File: config.mk
export PLATFORM = sky130hd
export DESIGN_NAME = lcg_substitution_cipher_decoder_unit
export DESIGN_NICKNAME = d
export VERILOG_FILES = /design/src/rtl/core/lscd_pkg.sv /design/src/rtl/core/lscd_datapath.sv /design/src/rtl/core/lscd_ctrl.sv /design/src/rtl/core/lcg_substitution_cipher_decoder_unit.sv
export SDC_FILE = /design/constraint.sdc
export NUM_CORES = 1
export LEC_CHECK = 0
export CORE_ASPECT_RATIO = 0.6
export CORE_MARGIN = 2
export CORE_UTILIZATION = 58
export DETAILED_ROUTE_END_ITERATION = 6
export DONT_BUFFER_PORTS = 1
export PLACE_DENSITY_LB_ADDON = 0.3
export SLEW_MARGIN = 20
export SYNTH_ARGS = -nofsm -noshare
export SYNTH_HDL_FRONTEND = slang
export SYNTH_SLANG_ARGS = --single-unit
export TNS_END_PERCENT = 100
File: constraint.sdc
create_clock -name clock -period 3.7 [get_ports clock]
set_input_delay 0.185 -clock clock [delete_from_list [all_inputs] [get_ports clock]]
set_output_delay 0.185 -clock clock [all_outputs]
set_load 0.05 [all_outputs]
File: src/rtl/core/lscd_pkg.sv
// ----------------------------------------------------------------------------
// lscd_pkg
// Types, codes and helper functions shared by the keyed substitution decoder.
// ----------------------------------------------------------------------------
package lscd_pkg;

   localparam int unsigned AlphaSize = 62;
   localparam int unsigned IdxWidth  = 6;
   localparam int unsigned KeyWidth  = 8;
   localparam int unsigned CharWidth = 8;
   localparam int unsigned StatWidth = 2;
   localparam int unsigned CsrIdxWidth = 2;

   // Scaled reciprocal of 62 for the remainder unit: floor(2^16 / 62).
   localparam int unsigned RecipShift = 16;
   localparam logic [10:0] RECIP_62 = 11'd1057;

   localparam logic [IdxWidth-1:0] ALPHA_LAST = 6'(AlphaSize - 1);

   localparam logic [0:0] CMD_REBUILD = 1'b0;
   localparam logic [0:0] CMD_DECODE  = 1'b1;

   localparam logic [StatWidth-1:0] STATUS_OK        = 2'd0;
   localparam logic [StatWidth-1:0] STATUS_BAD_SYM   = 2'd1;
   localparam logic [StatWidth-1:0] STATUS_NOT_READY = 2'd2;

   localparam logic [CsrIdxWidth-1:0] CSR_CIPHER_KEY    = 2'd0;
   localparam logic [CsrIdxWidth-1:0] CSR_SECRET_LENGTH = 2'd1;

   localparam logic [KeyWidth-1:0] KEY_RESET    = 8'd5;
   localparam logic [KeyWidth-1:0] LENGTH_RESET = 8'd10;

   typedef enum logic [2:0] {
      ST_IDLE,
      ST_MUL,
      ST_RED,
      ST_PROBE,
      ST_LOOKUP
   } st_type;

   typedef enum logic [1:0] {
      RSP_REBUILT,
      RSP_NOT_READY,
      RSP_BAD_SYM,
      RSP_LOOKUP
   } rsp_sel_type;

   typedef struct packed {
      logic        start_rebuild;
      logic        mul_en;
      logic        red_en;
      logic        probe_en;
      logic        dec_read;
      logic        rsp_load;
      rsp_sel_type rsp_sel;
   } dp_cmd_type;

   typedef struct packed {
      logic used_hit;
      logic last_pos;
      logic table_ready;
      logic symbol_valid;
   } dp_stat_type;

   function automatic logic symbol_in_alphabet(input logic [CharWidth-1:0] c);
      symbol_in_alphabet = (c >= 8'h30 && c <= 8'h39) ||
                           (c >= 8'h61 && c <= 8'h7a) ||
                           (c >= 8'h41 && c <= 8'h5a);
   endfunction

   // Only meaningful for symbols inside the alphabet.
   function automatic logic [IdxWidth-1:0] symbol_index(input logic [CharWidth-1:0] c);
      logic [CharWidth-1:0] t;
      t = 8'd0;
      if (c >= 8'h30 && c <= 8'h39) begin
         t = c - 8'h30;
      end else if (c >= 8'h61 && c <= 8'h7a) begin
         t = c - 8'h61 + 8'd10;
      end else if (c >= 8'h41 && c <= 8'h5a) begin
         t = c - 8'h41 + 8'd36;
      end
      symbol_index = t[IdxWidth-1:0];
   endfunction

   function automatic logic [CharWidth-1:0] alpha_char(input logic [IdxWidth-1:0] idx);
      logic [CharWidth-1:0] w;
      w = {2'b00, idx};
      if (w < 8'd10) begin
         alpha_char = w + 8'h30;
      end else if (w < 8'd36) begin
         alpha_char = w - 8'd10 + 8'h61;
      end else if (w < 8'd62) begin
         alpha_char = w - 8'd36 + 8'h41;
      end else begin
         alpha_char = 8'd0;
      end
   endfunction

endpackage

File: src/rtl/core/lscd_datapath.sv
// ----------------------------------------------------------------------------
// lscd_datapath
// Configuration registers, LCG remainder unit, used map, inverse table
// memory and the result register.
// ----------------------------------------------------------------------------
module lscd_datapath (
   input  logic                                clock,
   input  logic                                reset,
   input  logic                                csr_valid,
   input  logic [lscd_pkg::CsrIdxWidth-1:0]    csr_index,
   input  logic [lscd_pkg::KeyWidth-1:0]       csr_data,
   input  logic [lscd_pkg::CharWidth-1:0]      req_symbol,
   input  lscd_pkg::dp_cmd_type                cmd,
   output lscd_pkg::dp_stat_type               stat,
   output logic [lscd_pkg::CharWidth-1:0]      rsp_char,
   output logic [lscd_pkg::StatWidth-1:0]      rsp_status
);

   logic [lscd_pkg::KeyWidth-1:0]  key_ff, key_in;
   logic [lscd_pkg::KeyWidth-1:0]  len_ff, len_in;
   logic [11:0]                    x_ff, x_in;
   logic [6:0]                     q_ff, q_in;
   logic [lscd_pkg::IdxWidth-1:0]  v_ff, v_in;
   logic [lscd_pkg::IdxWidth-1:0]  pos_ff, pos_in;
   logic [lscd_pkg::AlphaSize-1:0] used_ff, used_in;
   logic                           ready_ff, ready_in;
   logic [lscd_pkg::IdxWidth-1:0]  rd_ff;
   logic [lscd_pkg::CharWidth-1:0] char_ff, char_in;
   logic [lscd_pkg::StatWidth-1:0] status_ff, status_in;

   logic [lscd_pkg::IdxWidth-1:0]  inv_mem [lscd_pkg::AlphaSize];

   logic [8:0]  seed_sum;
   logic [11:0] seed_x;
   logic [11:0] next_x;
   logic [22:0] prod;
   logic [11:0] qm;
   logic [11:0] rem;
   logic [11:0] rem_fix;
   logic        used_hit;
   logic        place;

   assign used_hit = used_ff[v_ff];
   assign place    = cmd.probe_en && !used_hit;

   // 69 is congruent to 7 modulo 62, so the multiplier is reduced up front.
   assign seed_sum = {1'b0, len_ff} + {1'b0, key_ff};
   assign seed_x   = ({3'b000, seed_sum} << 3) - {3'b000, seed_sum} + {4'h0, key_ff};
   assign next_x   = ({6'd0, v_ff} << 3) - {6'd0, v_ff} + {4'h0, key_ff};

   // Quotient estimate is exact or one low; the remainder needs one correction.
   assign prod    = 23'(x_ff) * 23'(lscd_pkg::RECIP_62);
   assign qm      = ({5'd0, q_ff} << 6) - ({5'd0, q_ff} << 1);
   assign rem     = x_ff - qm;
   assign rem_fix = (rem >= 12'd62) ? (rem - 12'd62) : rem;

   always_comb begin
      key_in    = key_ff;
      len_in    = len_ff;
      x_in      = x_ff;
      q_in      = q_ff;
      v_in      = v_ff;
      pos_in    = pos_ff;
      used_in   = used_ff;
      ready_in  = ready_ff;
      char_in   = char_ff;
      status_in = status_ff;

      if (csr_valid) begin
         if (csr_index == lscd_pkg::CSR_CIPHER_KEY) begin
            key_in = csr_data;
         end else if (csr_index == lscd_pkg::CSR_SECRET_LENGTH) begin
            len_in = csr_data;
         end
      end

      if (cmd.start_rebuild) begin
         x_in    = seed_x;
         pos_in  = '0;
         used_in = '0;
      end
      if (cmd.mul_en) begin
         q_in = prod[22:lscd_pkg::RecipShift];
      end
      if (cmd.red_en) begin
         v_in = rem_fix[lscd_pkg::IdxWidth-1:0];
      end
      if (cmd.probe_en) begin
         if (used_hit) begin
            v_in = (v_ff == lscd_pkg::ALPHA_LAST) ? '0 : v_ff + 6'd1;
         end else begin
            used_in[v_ff] = 1'b1;
            x_in          = next_x;
            pos_in        = pos_ff + 6'd1;
            if (pos_ff == lscd_pkg::ALPHA_LAST) begin
               ready_in = 1'b1;
            end
         end
      end

      if (cmd.rsp_load) begin
         unique case (cmd.rsp_sel)
            lscd_pkg::RSP_REBUILT: begin
               char_in   = '0;
               status_in = lscd_pkg::STATUS_OK;
            end
            lscd_pkg::RSP_NOT_READY: begin
               char_in   = '0;
               status_in = lscd_pkg::STATUS_NOT_READY;
            end
            lscd_pkg::RSP_BAD_SYM: begin
               char_in   = '0;
               status_in = lscd_pkg::STATUS_BAD_SYM;
            end
            lscd_pkg::RSP_LOOKUP: begin
               char_in   = lscd_pkg::alpha_char(rd_ff);
               status_in = lscd_pkg::STATUS_OK;
            end
            default: begin
               char_in   = '0;
               status_in = lscd_pkg::STATUS_OK;
            end
         endcase
      end
   end

   always_ff @(posedge clock) begin
      if (reset) begin
         key_ff   <= lscd_pkg::KEY_RESET;
         len_ff   <= lscd_pkg::LENGTH_RESET;
         used_ff  <= '0;
         ready_ff <= 1'b0;
         pos_ff   <= '0;
      end else begin
         key_ff   <= key_in;
         len_ff   <= len_in;
         used_ff  <= used_in;
         ready_ff <= ready_in;
         pos_ff   <= pos_in;
      end
   end

   always_ff @(posedge clock) begin
      x_ff      <= x_in;
      q_ff      <= q_in;
      v_ff      <= v_in;
      char_ff   <= char_in;
      status_ff <= status_in;
   end

   // Inverse table: written once per placed entry, read once per decode that reaches it.
   always_ff @(posedge clock) begin
      if (place) begin
         inv_mem[v_ff] <= pos_ff;
      end
   end

   always_ff @(posedge clock) begin
      if (cmd.dec_read) begin
         rd_ff <= inv_mem[lscd_pkg::symbol_index(req_symbol)];
      end
   end

   assign stat.used_hit     = used_hit;
   assign stat.last_pos     = (pos_ff == lscd_pkg::ALPHA_LAST);
   assign stat.table_ready  = ready_ff;
   assign stat.symbol_valid = lscd_pkg::symbol_in_alphabet(req_symbol);

   assign rsp_char   = char_ff;
   assign rsp_status = status_ff;

endmodule

File: src/rtl/core/lscd_ctrl.sv
// ----------------------------------------------------------------------------
// lscd_ctrl
// Sequencer for rebuild walks and decode lookups, and the stream handshakes.
// ----------------------------------------------------------------------------
module lscd_ctrl (
   input  logic                  clock,
   input  logic                  reset,
   input  logic                  req_tvalid,
   output logic                  req_tready,
   input  logic                  req_command,
   output logic                  rsp_tvalid,
   input  logic                  rsp_tready,
   input  lscd_pkg::dp_stat_type stat,
   output lscd_pkg::dp_cmd_type  cmd
);

   lscd_pkg::st_type state_ff, state_in;
   logic             rsp_valid_ff, rsp_valid_in;
   logic             slot_free;
   logic             accept;

   // The result register is free when empty or being drained this cycle.
   assign slot_free  = !rsp_valid_ff || rsp_tready;
   assign req_tready = (state_ff == lscd_pkg::ST_IDLE) && slot_free;
   assign accept     = req_tvalid && req_tready;
   assign rsp_tvalid = rsp_valid_ff;

   always_comb begin
      state_in = state_ff;
      unique case (state_ff)
         lscd_pkg::ST_IDLE: begin
            if (accept) begin
               if (req_command == lscd_pkg::CMD_REBUILD) begin
                  state_in = lscd_pkg::ST_MUL;
               end else if (stat.table_ready && stat.symbol_valid) begin
                  state_in = lscd_pkg::ST_LOOKUP;
               end
            end
         end
         lscd_pkg::ST_MUL:    state_in = lscd_pkg::ST_RED;
         lscd_pkg::ST_RED:    state_in = lscd_pkg::ST_PROBE;
         lscd_pkg::ST_PROBE: begin
            if (!stat.used_hit) begin
               state_in = stat.last_pos ? lscd_pkg::ST_IDLE : lscd_pkg::ST_MUL;
            end
         end
         lscd_pkg::ST_LOOKUP: state_in = lscd_pkg::ST_IDLE;
         default:             state_in = lscd_pkg::ST_IDLE;
      endcase
   end

   always_comb begin
      cmd = '{start_rebuild: 1'b0, mul_en: 1'b0, red_en: 1'b0, probe_en: 1'b0,
              dec_read: 1'b0, rsp_load: 1'b0, rsp_sel: lscd_pkg::RSP_REBUILT};
      unique case (state_ff)
         lscd_pkg::ST_IDLE: begin
            if (accept) begin
               if (req_command == lscd_pkg::CMD_REBUILD) begin
                  cmd.start_rebuild = 1'b1;
               end else if (!stat.table_ready) begin
                  cmd.rsp_load = 1'b1;
                  cmd.rsp_sel  = lscd_pkg::RSP_NOT_READY;
               end else if (!stat.symbol_valid) begin
                  cmd.rsp_load = 1'b1;
                  cmd.rsp_sel  = lscd_pkg::RSP_BAD_SYM;
               end else begin
                  cmd.dec_read = 1'b1;
               end
            end
         end
         lscd_pkg::ST_MUL: cmd.mul_en = 1'b1;
         lscd_pkg::ST_RED: cmd.red_en = 1'b1;
         lscd_pkg::ST_PROBE: begin
            cmd.probe_en = 1'b1;
            if (!stat.used_hit && stat.last_pos) begin
               cmd.rsp_load = 1'b1;
               cmd.rsp_sel  = lscd_pkg::RSP_REBUILT;
            end
         end
         lscd_pkg::ST_LOOKUP: begin
            cmd.rsp_load = 1'b1;
            cmd.rsp_sel  = lscd_pkg::RSP_LOOKUP;
         end
         default: ;
      endcase
   end

   always_comb begin
      rsp_valid_in = rsp_valid_ff;
      if (cmd.rsp_load) begin
         rsp_valid_in = 1'b1;
      end else if (rsp_tready) begin
         rsp_valid_in = 1'b0;
      end
   end

   always_ff @(posedge clock) begin
      if (reset) begin
         state_ff     <= lscd_pkg::ST_IDLE;
         rsp_valid_ff <= 1'b0;
      end else begin
         state_ff     <= state_in;
         rsp_valid_ff <= rsp_valid_in;
      end
   end

endmodule

File: src/rtl/core/lcg_substitution_cipher_decoder_unit.sv
// ----------------------------------------------------------------------------
// lcg_substitution_cipher_decoder_unit
// Keyed permutation of the 62-symbol alphabet 0-9a-zA-Z with decode lookup.
//
//   Channel | Direction | Contents
//   req     | in        | tuser: command; tdata: symbol
//   rsp     | out       | tdata: decoded_char; tuser: status
//   csr     | in        | index 0 cipher_key, 1 secret_length; data 8 bits
//
// A decode that reaches the table goes through the registered read of the
// inverse table memory, then the mapping of the position to its character
// into the result register. A decode that is flagged has its result loaded
// at the accepting edge. A rebuild loads its seed at the accepting edge, then
// walks 62 entries, each through the multiply and reduce steps of the shared
// remainder unit and a probe step, plus one more probe per occupied slot.
// Reset clears the tables' ready flag; a new request is taken while a
// result is still waiting, as long as it is drained in the same cycle.
// ----------------------------------------------------------------------------
module lcg_substitution_cipher_decoder_unit (
   input  logic                             clock,
   input  logic                             reset,
   input  logic                             req_tvalid,
   output logic                             req_tready,
   input  logic [lscd_pkg::CharWidth-1:0]   req_tdata,   // [7:0] symbol
   input  logic                             req_tuser,   // [0] command
   output logic                             rsp_tvalid,
   input  logic                             rsp_tready,
   output logic [lscd_pkg::CharWidth-1:0]   rsp_tdata,   // [7:0] decoded_char
   output logic [lscd_pkg::StatWidth-1:0]   rsp_tuser,   // [1:0] status
   input  logic                             csr_valid,
   output logic                             csr_ready,
   input  logic [lscd_pkg::CsrIdxWidth-1:0] csr_index,
   input  logic [lscd_pkg::KeyWidth-1:0]    csr_data
);

   lscd_pkg::dp_cmd_type  cmd;
   lscd_pkg::dp_stat_type stat;

   assign csr_ready = 1'b1;

   lscd_ctrl u_ctrl (
      .clock       (clock),
      .reset       (reset),
      .req_tvalid  (req_tvalid),
      .req_tready  (req_tready),
      .req_command (req_tuser),
      .rsp_tvalid  (rsp_tvalid),
      .rsp_tready  (rsp_tready),
      .stat        (stat),
      .cmd         (cmd)
   );

   lscd_datapath u_datapath (
      .clock      (clock),
      .reset      (reset),
      .csr_valid  (csr_valid),
      .csr_index  (csr_index),
      .csr_data   (csr_data),
      .req_symbol (req_tdata),
      .cmd        (cmd),
      .stat       (stat),
      .rsp_char   (rsp_tdata),
      .rsp_status (rsp_tuser)
   );

endmodule

Word-level counts from Yosys, hierarchy flattened
Memory sizes are Yosys's and may differ from the RTL's. A register that Yosys moved wholly into a read port is not among the register bits.
Cells that the tools add are included.
{"block": "op_classes", "addsub": 20, "mul": 1, "magnitude_cmp": 12, "eq_ne": 13, "muxes": 52, "n_bitwise": 3, "reduce_logical": 24}
{"op": "62-bit two-way mux", "count": 3}
{"op": "6-bit two-way mux", "count": 12}
{"op": "62-bit OR", "count": 1}
{"op": "12-bit two-way mux", "count": 3}
{"op": "12-bit by 8-bit adder with 12-bit output", "count": 2}
{"op": "8-bit two-way mux", "count": 3}
{"op": "12-bit by 11-bit multiplier with 23-bit output, second input constant", "count": 1}
{"op": "3-bit two-way mux", "count": 7}
{"op": "6-bit subtractor, second input constant", "count": 3}
{"op": "8-bit by 7-bit adder with 8-bit output, second input constant", "count": 2}
{"op": "8-bit by 7-bit greater-or-equal comparator with 1-bit output, second input constant", "count": 2}
{"op": "8-bit by 7-bit less-or-equal comparator with 1-bit output, second input constant", "count": 2}
{"op": "1-bit two-way mux", "count": 16}
{"op": "8-bit case mux with 2 select lines", "count": 1}
{"op": "6-bit by 1-bit adder with 6-bit output, second input constant", "count": 2}
{"op": "6-bit == test, second input constant", "count": 2}
{"op": "12-bit by 6-bit greater-or-equal comparator with 1-bit output, second input constant", "count": 1}
{"op": "6-bit < comparator, second input constant", "count": 2}
{"op": "3-bit case mux with 4 select lines", "count": 1}
{"op": "12-bit subtractor", "count": 1}
{"op": "12-bit by 8-bit subtractor with 12-bit output", "count": 1}
{"op": "12-bit by 9-bit subtractor with 12-bit output", "count": 1}
{"op": "9-bit by 6-bit subtractor with 10-bit output", "count": 1}
{"op": "8-bit by 8-bit adder with 9-bit output", "count": 1}
{"op": "35 further kinds", "count": 54}
{"block": "totals", "ff_bits": 124, "ram_bits": 372, "out_inout_bits": 13, "elab_cells": 138, "memories": 1}
{"name": "u_datapath.inv_mem", "depth": 62, "word_bits": 6, "rd": 1, "rd_ports_with_merged_regs": 1, "wr": 1, "line": "lscd_datapath.sv:31", "source": "logic [lscd_pkg::IdxWidth-1:0] inv_mem [lscd_pkg::AlphaSize];"}

Depth between registers and ports, before layout
{"block": "logic_depth", "ltp_word": 12, "mapped_depth": 18, "ltp_nobuf": 18}

Modules after synthesis
Synthesis repeated with hierarchy kept, for this count alone.
{"block": "unflattened", "cells_unflattened": 2024, "hier_area_um2": 24883.9}
{"module": "lscd_datapath", "instances": 1, "cells_per_inst": 1979, "area_each_um2": 24507.3, "seq_area_each_um2": 13923.4}
{"module": "lscd_ctrl", "instances": 1, "cells_per_inst": 43, "area_each_um2": 365.4, "seq_area_each_um2": 80.1}
{"module": "lcg_substitution_cipher_decoder_unit", "instances": 1, "cells_per_inst": 2, "area_each_um2": 11.3, "seq_area_each_um2": 0.0}

Worst setup path after synthesis
Ideal clock, no wire load.
{"block": "synth_path", "path_type": "register to register", "from": "register u_datapath.key_ff[0] (netlist name)", "to": "register u_datapath.x_ff[10]", "setup_ns": 0.138, "t_arrival_ns": 3.569, "required_ns": 3.562, "slack_ns": -0.006, "stages_incl_launch_ff": 19, "n_path_buf": 0, "synth_period_minus_slack_ns": 3.706, "path_cell_list": "dfxtp_1 -> ha_1 -> fa_1 -> a21o_1 -> a21oi_1 -> o21bai_1 -> a21oi_1 -> xnor2_1 -> xnor2_1 -> ha_1 -> o21bai_1 -> ha_1 -> or2_2 -> a21oi_1 -> a21oi_1 -> nor3_1 -> o21bai_1 -> xnor2_1 -> o221ai_1"}
{"block": "synth_via", "elab_chain_cells": 6, "elab_cells_between_ends": 7, "classes_between": "add/sub (4); mux (3)"}
{"element": "start: declaration", "line": "lscd_datapath.sv:19", "source": "logic [lscd_pkg::KeyWidth-1:0] key_ff, key_in;"}
{"element": "start signal: assignment", "line": "lscd_datapath.sv:129", "source": "key_ff <= lscd_pkg::KEY_RESET;"}
{"element": "start signal: assignment", "line": "lscd_datapath.sv:135", "source": "key_ff <= key_in;"}
{"element": "8-bit by 8-bit adder with 9-bit output", "line": "lscd_datapath.sv:47", "source": "assign seed_sum = {1'b0, len_ff} + {1'b0, key_ff};"}
{"element": "12-bit by 9-bit subtractor with 12-bit output", "line": "lscd_datapath.sv:48", "source": "assign seed_x = ({3'b000, seed_sum} << 3) - {3'b000, seed_sum} + {4'h0, key_ff};"}
{"element": "12-bit by 8-bit adder with 12-bit output", "line": "lscd_datapath.sv:48"}
{"element": "12-bit two-way mux", "line": "lscd_datapath.sv:77", "source": "if (cmd.start_rebuild) begin"}
{"element": "12-bit two-way mux", "line": "lscd_datapath.sv:89", "source": "if (used_hit) begin"}
{"element": "12-bit two-way mux (*)", "line": "lscd_datapath.sv:88", "source": "if (cmd.probe_en) begin"}
{"element": "via u_datapath.x_in[10]", "line": "lscd_datapath.sv:21", "source": "logic [11:0] x_ff, x_in;"}
{"element": "end signal: assignment", "line": "lscd_datapath.sv:144", "source": "x_ff <= x_in;"}
{"element": "end: declaration", "line": "lscd_datapath.sv:21"}
Mark *: on every way through the listed nets, which the timed path passes. The rest lies on a longest branch.
A chain may end at the register's enable or synchronous reset.

Final worst setup path
{"block": "layout_path", "from": "register u_datapath.key_ff[1] (netlist name)", "to": "register u_datapath.x_ff[8]"}
Same word-level chain as after synthesis.

==> run summary <==
Post-route fraction of the period consumed by the critical path: 1.02. Counting cells, the worst reg-to-reg path comes to 18. For this run, design rule violations remaining after detail routing come to 0. The routability congestion estimate was 1.01. The run gives 2334 as the synthesized netlist cell count. Start of the worst register-to-register path: u_datapath.key_ff[1].

The logs give 3090 for the number of standard cells in the layout, taps in and fillers out and -0.0709 ns for the final setup slack of the worst path. The number of global-route vias before repair was 20200; the clock slew seen by the registers of the worst setup and hold paths was 0.07 ns. The tools report the launching element of the worst setup path as u_datapath.key_ff[1]. The count of final hold-check violations was 0.

For this design the ratio of total power to cell area is 610 nW/um2. The maximum frequency from static timing analysis was 265 MHz. A synthesized cell averages 11.3 um2.

The measured slew at the worst slew-check pin is 1.23 ns. The first global-routing pass estimated 122 mm of wire. The pre-antenna-repair detailed-routing pass consisted of 7 iterations. STA classifies the critical path startpoint as a register.

The netlist uses 98 different library cells. Relative to the synthesized area, the layout overhead comes to 15.4%. TritonCTS built the clock tree. The insertion delay to the later sink of the worst-skew pair is 0.58 ns.

Counting every net in the synthesized netlist gives 2488. The number of slew-limit violations in the final report was 0; the total length of routed wires was 81.1 mm. Across the VDD grid, the largest voltage drop is 0.444 mV.

Setup violations remaining at the end of the flow were counted as 2. The H-tree depth reported by CTS is 2. In this run the critical register-to-register path is captured at u_datapath.x_ff[8]. For the worst setup path, the data arrival time is 4.22 ns. The final reports fail on negative setup slack. For the cell row count, the log shows 60. The analysis attributes to cell leakage a power of 11.1 nW. Buffers inserted during clock tree synthesis total 47. Final hold analysis gives a worst-case slack of 0.0746 ns.

The die covers 47100 um2. During placement, the flow inserted port buffers numbering 0. The fraction of the yosys area taken by sequential cells came out at 0.533. The area of the multi-input gates was 11600 um2. The tools report the count of antenna diodes in the layout as 0.

Setup repair after global routing could not meet its margin everywhere. I/O pin count: 37. Leaving out fill and tap cells, the most frequent cells in the layout are 395 x sky130_fd_sc_hd__edfxtp_1, 216 x sky130_fd_sc_hd__nor2_1, 207 x sky130_fd_sc_hd__buf_4.

The library cell used most frequently in the layout, excluding fill and tap cells, is sky130_fd_sc_hd__edfxtp_1. The per-cell via count in the routed design was 6.91; the netlist area before placement was 26300 um2. The tools report the max-capacitance violation count as 0.

The total power was 18.5 mW; the storage element area was 14000 um2. The final design utilization was 0.678. Summed over all layers, the global routing overflow is 0. The critical path contains buffers and inverters numbering 2 combined. For this design, the sink count on the clock tree is 502. The clock root buffer master is sky130_fd_sc_hd__clkbuf_16. The largest fanout on the critical path was 3; the pin count of the biggest net entering global routing was 91. For this design, the slowest cell found on the critical path is sky130_fd_sc_hd__fa_1. The Yosys step of the flow raised 0 warnings.

The tools report the number of antenna violations at the first check in global routing as 0. Share of final-layout standard cells stronger than drive strength 1: 0.175. Data on the critical path is required at its endpoint by 4.15 ns. The endpoint of the worst setup timing path was u_datapath.x_ff[8]. Yosys mapped a number of flops with a built-in enable equal to 395. The startpoint of the lowest-slack hold path was csr_index[1]. The worst setup path is of the reg2reg kind. The logs give 21300 for the count of vias placed by the detailed router and 2619 for the count of nets after finishing.

The total routing resource utilization after global routing is 0.339, and the number of placed cells counting well taps is 2990. Design area: 30300 um2. The tightest min-delay check is of the in2reg type. Among cell families on the critical path, the largest total delay comes from compound AO/OA/AOI/OAI gates. Once placement finished, the instance area stood at 28200 um2. Depth of the critical timing path with buffers and inverters included: 18. The synthesized design contains 502 register bits. Dividing the detail-routed wire length by the instance count gives 26.2 um. The largest single stage delay on the critical path is 0.49 ns.

The starting utilization of the core area came out at 0.587. For the count of routing violations after the opening detailed-route iteration, the log shows 4099. The smallest clock period supported by the final layout is computed as 3.77 ns.

The HPWL after detailed placement is 54.8 mm. The most used flip-flop cell after synthesis is sky130_fd_sc_hd__edfxtp_1. The final setup skew was 0.0243 ns. The run finished, with violations left.

After routing, the total negative slack on setup checks comes to -0.0882 ns. In this run the deepest clock path goes through 3 buffers. STA classifies the critical path endpoint as a register. The floorplan step defined a core boundary enclosing 44700 um2.

The signal on the critical path passes through ha_1 > a21o_1 > a21oi_2 > nor2b_1 > o21ai_1 > nand2b_1 > xor2_2 > fa_1 > inv_1 > ha_4 > buf_4 > a21oi_4 > nand2b_4 > nand2b_1 > a21oi_2 > xor2_1 > o21ai_1 > a21boi_2. The setup check on the worst reg-to-reg path leaves a slack of -0.07 ns. Worst slack after detailed placement: -0.243 ns. The share of flip-flops with an asynchronous set or reset after synthesis works out to 0. The worst slew margin relative to its limit was 0.175.

Fill cells in the final layout number 3174. In this run the remaining antenna-violating nets after routing total 0. The overall die width is 279 um.

The height of the die works out to 169 um.
==> area by class of cell <==
class / instances / share of cell area
clock buffer: 57 / 0.0421
clock inverter: 28 / 0.00991
inverter: 92 / 0.0114
multi-input combinational: 1587 / 0.383
sequential: 502 / 0.463
tap: 589 / 0.0243
timing repair buffer: 235 / 0.0664
==> worst min path at each step <==
stage                                end  slack [ns]  cells past startpoint
detailed placement  u_datapath.pos_ff[5]        0.26                      1
global placement    u_datapath.pos_ff[3]        0.26                      1
global route        u_datapath.key_ff[1]        0.09                      4
CTS                 u_datapath.key_ff[0]        0.05                      4
finish              u_datapath.key_ff[0]        0.07                      4
floorplan           u_datapath.key_ff[0]        0.30                      1
==> cell families (layout without fill, tap and decap cells) <==
kind of cell / count (synthesis) / in the layout / share of synthesized area
muxes: 102 / 102 / 0.0498
AOI/OAI and AO/OA: 624 / 624 / 0.173
and+or+nand+nor: 672 / 672 / 0.120
other: 1 / 1 / 0.000143
xor gates and xnor gates: 58 / 58 / 0.0193
adders and majority gates: 130 / 130 / 0.0651
DFF: 502 / 502 / 0.533
buffers and inverters: 245 / 412 / 0.0394
==> what timing repair did <==
item,4_1_cts,5_1_grt
pin swaps,2,33
setup buffers,0,5
hold buffers,11,0
resized for setup,9,65
cloned,0,0
hold endpoints to repair,89,0
endpoints found under the setup margin,7,160
==> state kept, by name, summed over array words and instances (netlist names), 2 cells and up <==
register               flops
u_datapath.inv_mem       372
u_datapath.len_ff          8
u_datapath.q_ff            7
u_datapath.pos_ff          6
u_datapath.x_ff           12
u_datapath.key_ff          8
u_datapath.used_ff        62
u_datapath.rsp_char        8
u_ctrl.state_ff            3
u_datapath.rsp_status      2
u_datapath.rd_ff           6
u_datapath.v_ff            6
==> report_power, final <==
group / total, mW / internal (mW) / leakage, nW / switching, mW
combinational: 6.94 / 2.77 / 5.87 / 4.17
clock: 5.06 / 2.88 / 0.781 / 2.18
sequential: 6.50 / 6.22 / 4.46 / 0.275
total: 18.5 / 11.9 / 11.1 / 6.63
==> cell usage after synthesis, drive strengths merged, types with 24 or more instances <==
library cell  instances  area [um2]
edfxtp              395       11900
nor2                219         832
nand2               195         739
ha                  119        1490
a21oi               107         536
dfxtp               107        2140
o221ai               95         838
inv                  89         334
clkbuf               86         323
nand3                84         420
mux2i                71         711
a22oi                67         503
buf                  67         368
o21ai                67         343
xnor2                42         368
a211oi               41         313
nor3                 36         190
o211ai               33         253
o22ai                33         206
and3                 24         150
==> worst reg2reg max path, cell delays in order, from the launching register on <==
cell                       delay, ns
sky130_fd_sc_hd__dfxtp_4        0.36
sky130_fd_sc_hd__ha_1           0.29
sky130_fd_sc_hd__a21o_1         0.21
sky130_fd_sc_hd__a21oi_2        0.20
sky130_fd_sc_hd__nor2b_1        0.08
sky130_fd_sc_hd__o21ai_1        0.23
sky130_fd_sc_hd__nand2b_1       0.15
sky130_fd_sc_hd__xor2_2         0.21
sky130_fd_sc_hd__fa_1           0.49
sky130_fd_sc_hd__inv_1          0.06
sky130_fd_sc_hd__ha_4           0.21
sky130_fd_sc_hd__buf_4          0.15
sky130_fd_sc_hd__a21oi_4        0.15
sky130_fd_sc_hd__nand2b_4       0.16
sky130_fd_sc_hd__nand2b_1       0.09
sky130_fd_sc_hd__a21oi_2        0.18
sky130_fd_sc_hd__xor2_1         0.21
sky130_fd_sc_hd__o21ai_1        0.08
sky130_fd_sc_hd__a21boi_2       0.16
==> metal layers <==
| metal | up-vias | wire [um] | track usage |
|---|---|---|---|
| met5 | - | 0 | 0 |
| li1 | 9224 | - | - |
| met4 | 0 | 2220 | 0.0956 |
| met3 | 198 | 12000 | 0.108 |
| met1 | 10400 | 33700 | 0.515 |
| met2 | 1506 | 33200 | 0.464 |
Note: power is estimated with default switching activity, not from simulation.
